### src/sv/ssms_pkg.sv
`default_nettype none
package ssms_pkg;

  localparam int CAPACITY  = 1024;
  localparam int COORD_W   = 20;
  localparam int VALUE_W   = 32;
  localparam int KEY_W     = 2 * COORD_W;
  localparam int ADDR_W    = $clog2(CAPACITY);
  localparam int CNT_W     = $clog2(CAPACITY + 1);
  localparam int CFG_W     = COORD_W + 1;
  localparam int CFG_IDX_W = 1;
  localparam int FUNC_W    = 2;
  localparam int STATUS_W  = 2;

  localparam logic [FUNC_W-1:0] FUNC_READ  = 2'd0;
  localparam logic [FUNC_W-1:0] FUNC_WRITE = 2'd1;

  localparam logic [STATUS_W-1:0] STATUS_OK    = 2'd0;
  localparam logic [STATUS_W-1:0] STATUS_RANGE = 2'd1;
  localparam logic [STATUS_W-1:0] STATUS_FULL  = 2'd2;

  localparam logic [CFG_IDX_W-1:0] CFG_ROW_COUNT    = 1'b0;
  localparam logic [CFG_IDX_W-1:0] CFG_COLUMN_COUNT = 1'b1;

  localparam logic [CFG_W-1:0] DIM_RESET = CFG_W'(1 << COORD_W);

  typedef struct packed {
    logic [KEY_W-1:0]   key;
    logic [VALUE_W-1:0] value;
  } entry_t;

  typedef struct packed {
    logic load;         // latch request, open search window
    logic srch_rd;      // read the midpoint
    logic srch_cmp;     // narrow the window
    logic chk_rd;       // read the slot found by the search
    logic chk_cmp;      // exact-match test
    logic shift_start;  // point at the last entry
    logic shift_rd;     // read one entry to move up
    logic ins;          // write the new entry
    logic upd;          // overwrite value of an existing entry
    logic res_load;     // load the result register
  } ssms_cmd_t;

  typedef struct packed {
    logic lo_lt_hi;
    logic found;
    logic pos_lt_count;
    logic shift_last;
    logic full;
    logic range_err;
    logic query;
    logic is_write;
    logic out_busy;
  } ssms_sts_t;

endpackage
`default_nettype wire

### src/sv/ssms_ctrl.sv
`default_nettype none
module ssms_ctrl (
  input  wire logic                clk,
  input  wire logic                rst_n,
  input  wire logic                in_valid,
  output logic                     in_ready,
  input  wire ssms_pkg::ssms_sts_t sts,
  output ssms_pkg::ssms_cmd_t      cmd
);

  localparam logic [3:0] S_IDLE  = 4'd0;
  localparam logic [3:0] S_SRCH  = 4'd1;
  localparam logic [3:0] S_SCMP  = 4'd2;
  localparam logic [3:0] S_CCMP  = 4'd3;
  localparam logic [3:0] S_DEC   = 4'd4;
  localparam logic [3:0] S_SHIFT = 4'd5;
  localparam logic [3:0] S_DRAIN = 4'd6;
  localparam logic [3:0] S_INS   = 4'd7;
  localparam logic [3:0] S_RES   = 4'd8;

  logic [3:0] state_r, state_nxt;

  assign in_ready = (state_r == S_IDLE);

  always_comb begin
    state_nxt = state_r;
    cmd       = '0;
    unique case (state_r)
      S_IDLE: begin
        if (in_valid) begin
          cmd.load  = 1'b1;
          state_nxt = S_SRCH;
        end
      end
      S_SRCH: begin
        if (sts.lo_lt_hi) begin
          cmd.srch_rd = 1'b1;
          state_nxt   = S_SCMP;
        end else begin
          cmd.chk_rd = 1'b1;
          state_nxt  = S_CCMP;
        end
      end
      S_SCMP: begin
        cmd.srch_cmp = 1'b1;
        state_nxt    = S_SRCH;
      end
      S_CCMP: begin
        cmd.chk_cmp = 1'b1;
        state_nxt   = S_DEC;
      end
      S_DEC: begin
        state_nxt = S_RES;
        if (!sts.query && !sts.range_err) begin
          if (sts.found) begin
            cmd.upd = sts.is_write;
          end else if (!sts.full) begin
            if (sts.pos_lt_count) begin
              cmd.shift_start = 1'b1;
              state_nxt       = S_SHIFT;
            end else begin
              cmd.ins = 1'b1;
            end
          end
        end
      end
      S_SHIFT: begin
        cmd.shift_rd = 1'b1;
        if (sts.shift_last) state_nxt = S_DRAIN;
      end
      S_DRAIN: begin
        // last moved entry is written here by the datapath
        state_nxt = S_INS;
      end
      S_INS: begin
        cmd.ins   = 1'b1;
        state_nxt = S_RES;
      end
      S_RES: begin
        if (!sts.out_busy) begin
          cmd.res_load = 1'b1;
          state_nxt    = S_IDLE;
        end
      end
      default: begin
        state_nxt = S_IDLE;
      end
    endcase
  end

  always_ff @(posedge clk) begin
    if (!rst_n) begin
      state_r <= S_IDLE;
    end else begin
      state_r <= state_nxt;
    end
  end

endmodule
`default_nettype wire

### config.mk
export PLATFORM = sky130hd
export DESIGN_NAME = ssms_ctrl
export DESIGN_NICKNAME = d
export VERILOG_FILES = /design/src/sv/ssms_pkg.sv /design/src/sv/ssms_ctrl.sv
export SDC_FILE = /design/constraint.sdc
export NUM_CORES = 1
export LEC_CHECK = 0
export ABC_AREA = 1
export BUFFER_PORTS_ARGS = -buffer_cell sky130_fd_sc_hd__buf_4
export CAP_MARGIN = 20
export CORE_AREA = 3 3 40 42
export DETAILED_ROUTE_END_ITERATION = 7
export DIE_AREA = 0 0 43 45
export GPL_TIMING_DRIVEN = 0
export PLACE_DENSITY_LB_ADDON = 0.12
export SLEW_MARGIN = 15
export SYNTH_ARGS = -nofsm -noshare
export SYNTH_HDL_FRONTEND = slang
export SYNTH_SLANG_ARGS = --single-unit
### constraint.sdc
create_clock -name clk -period 1.4 [get_ports clk]
set_input_delay 0.07 -clock clk [delete_from_list [all_inputs] [get_ports clk]]
set_output_delay 0.07 -clock clk [all_outputs]
set_load 0.05 [all_outputs]
==> flow_summary.ini <==
[logic_synthesis]
netlist_top_cells_count = 13 x nor2_1, 11 x inv_1, 8 x nand2_1
syn-mean-instance-area_sq_um = 5.770
ys.flop_type = dfxtp_1
syn_nets = 79
yosysWarnings = 0
synth_compound_area_frac = 0.06796
synth_top_area_frac = 0.2071
synth_top_area_cell = dfxtp_1
synth_top_family_by_area = simple AND/OR/NAND/NOR gates
synth_simple_gate_area_share = 0.5793
postSynth.asyncResetShare = 0
synth_cells = 67
synthXorXnorAreaFrac = 0
synth_most_common_cell = nor2_1
synth-seq-area-share = 0.2071
synthesis.area_sq_um = 386.6
synth_edf_count = 0
synth_mux_area_frac = 0
synth.ff_latch_count = 4
synth_fa_ha_area_frac = 0
synth.distinct_cells = 17
synth.area.top_cells = dfxtp_1 21%, nor2_1 13%, inv_1 11%

[route]
num_vias = 487
route.detailed.drc = 0
wl_microns = 999
wl_per_cell_microns = 9.250
initialDrtViolationCount = 1
vias_per_cell = 4.509
final_antenna_net_count = 0
drtPass1Iterations = 2

[setup_path]
setup.worst_path.end_class = primary output
crit_fanout = 6
required_ns = 1.33
path_class = reg2out
cp.arrival_ns = 1.24
worstRegToRegCells = 7
start_kind = flop

[layout]
register_area_sq_um = 82.58
syn2layout_area_growth_pct = 61.49
design_area_sq_um = 624.3
final_layout_size_suffix_gt1_frac = 0.5054
multi_input_area_sq_um = 267.8
num-fill-cells = 153
utilization = 0.4859
top_regs = state_r x4
regMostFlops = state_r
nets = 107
diodes = 0
largest_reg_flops = 4

[timing]
period_needed_ns = 1.308
finalHoldViolations = 0
fin_skew_ns = 0.005089
setup_viol = 0
post-route-period-util = 0.9342
timing.setup.tns_ns = 0
rsz0062_at_grt = false
fmax_mhz = 764.6
max_slew_margin = 0.8427
worstMarginPinSlew_ns = 0.2339
report.final.slew_viol_count = 0

[global_route]
grt.overflow.total = 0
grt_max_degree = 7
grt_pass1_vias = 422
antenna_found_initial = 0
grt_pass1_wl_mm = 1.580
track_usage = 0.1108

[power]
total_power_uw = 489.6
power.density_nw_per_um2 = 784.2
ir_drop_v = 0.0003978
p_leak_nw = 0.3452

[clock_network]
htreeDepth = 1
cts_buffers = 3
clk_path_buf_depth = 2
root_buffer = clkbuf_4
clk_latency_ns = 0.24
clock-sinks = 4
cts.clk_slew.worst_paths_ns = 0.04
cts_tree = done

[floorplan]
dieHeight_microns = 45
dieWidth_microns = 43
start_util = 0.3009
dieArea_sq_um = 1935
ios = 23
rows = 13
core-area_sq_um = 1285

[place]
place_area_sq_um = 588.1
portBuffers = 22
dpl.hpwl_microns = 816.8
gp_congestion = 0.7958

[run]
max-cap-violations = 0

[worst_hold_path]
hold_depth = 3
holdCritPathClass = in2reg

[outcome]
status = complete, no violations
[worst max-delay path: stages (launching register included)]
cell and delay, ns:
dfxtp_2 0.34, nor2_2 0.15, inv_2 0.09, nor2_4 0.11, nand2_2 0.09, inv_1 0.07, buf_6 0.15
[metrics by stage]
stage,hold WS (ns),worst slack (ns),std cells
global route,0.03418,0.001863,108
floorplan,0.1676,0.06882,67
CTS,0.02682,0.008023,108
finish,0.03175,0.09205,108
global placement,0.2641,0.2199,104
detailed placement,0.2689,0.2277,104
[area by class of cell]
cell class / instances / area share
sequential: 4 / 0.1323
multi-input combinational: 48 / 0.4289
tap: 15 / 0.03006
inverter: 15 / 0.09018
timing repair buffer: 23 / 0.2826
clock buffer: 3 / 0.03607
[layer usage]
layer | GRT usage | share of wire | wire, microns | up-vias
li1 | - | - | - | 265
met1 | 0.1232 | 0.43 | 428 | 204
met2 | 0.1826 | 0.47 | 469 | 15
met3 | 0.02390 | 0.079 | 79 | 3
met4 | 0.09036 | 0.022 | 22 | 0
met5 | 0 | 0 | 0 | -
[final timing paths]
path / startpoint / end / slack, ns
max: state_r[1] / cmd[4] / 0.09
min: rst_n / state_r[3] / 0.03
max reg2reg: state_r[1] / state_r[1] / 0.27
min reg2reg: state_r[1] / state_r[0] / 0.66
[cell usage in the layout, fill, tap and decap left out]
master    Yosys  layout
nand2_1       8       8
nor2_1       13      12
a21oi_2       1       1
o31ai_1       1       1
nand3_2       1       1
nor2_4        2       2
nor3_2        0       3
clkbuf_4      0       3
nor2_2        2       3
dfxtp_1       4       2
dfxtp_2       0       2
nand3_1       6       6
inv_2         4       4
nand3b_1      1       1
inv_1        11      11
buf_4         0      22
o21ai_1       1       1
a21oi_1       1       1
buf_6         0       1
nand4_1       1       1
nand2_2       5       5
nor3_1        5       2
[what timing repair did]
item,CTS,global route
resized for setup,0,3
hold buffers,0,0
pin swaps,1,1
buffers inserted,1,0
setup endpoints to repair,1,6
[power by group]
group          leakage [nW]  switching, mW  internal [mW]
sequential           0.0333         0.0116          0.123
clock                0.0138         0.0468         0.0958
combinational         0.298          0.133         0.0797
total                 0.345          0.191          0.298
[logic make-up (layout without fill, tap and decap cells)]
family          count (synthesis)  after routing
flops                           4              4
compound gates                  4              4
buf+inv                        15             41
simple gates                   44             44
Power figures use the tool's default switching activity.
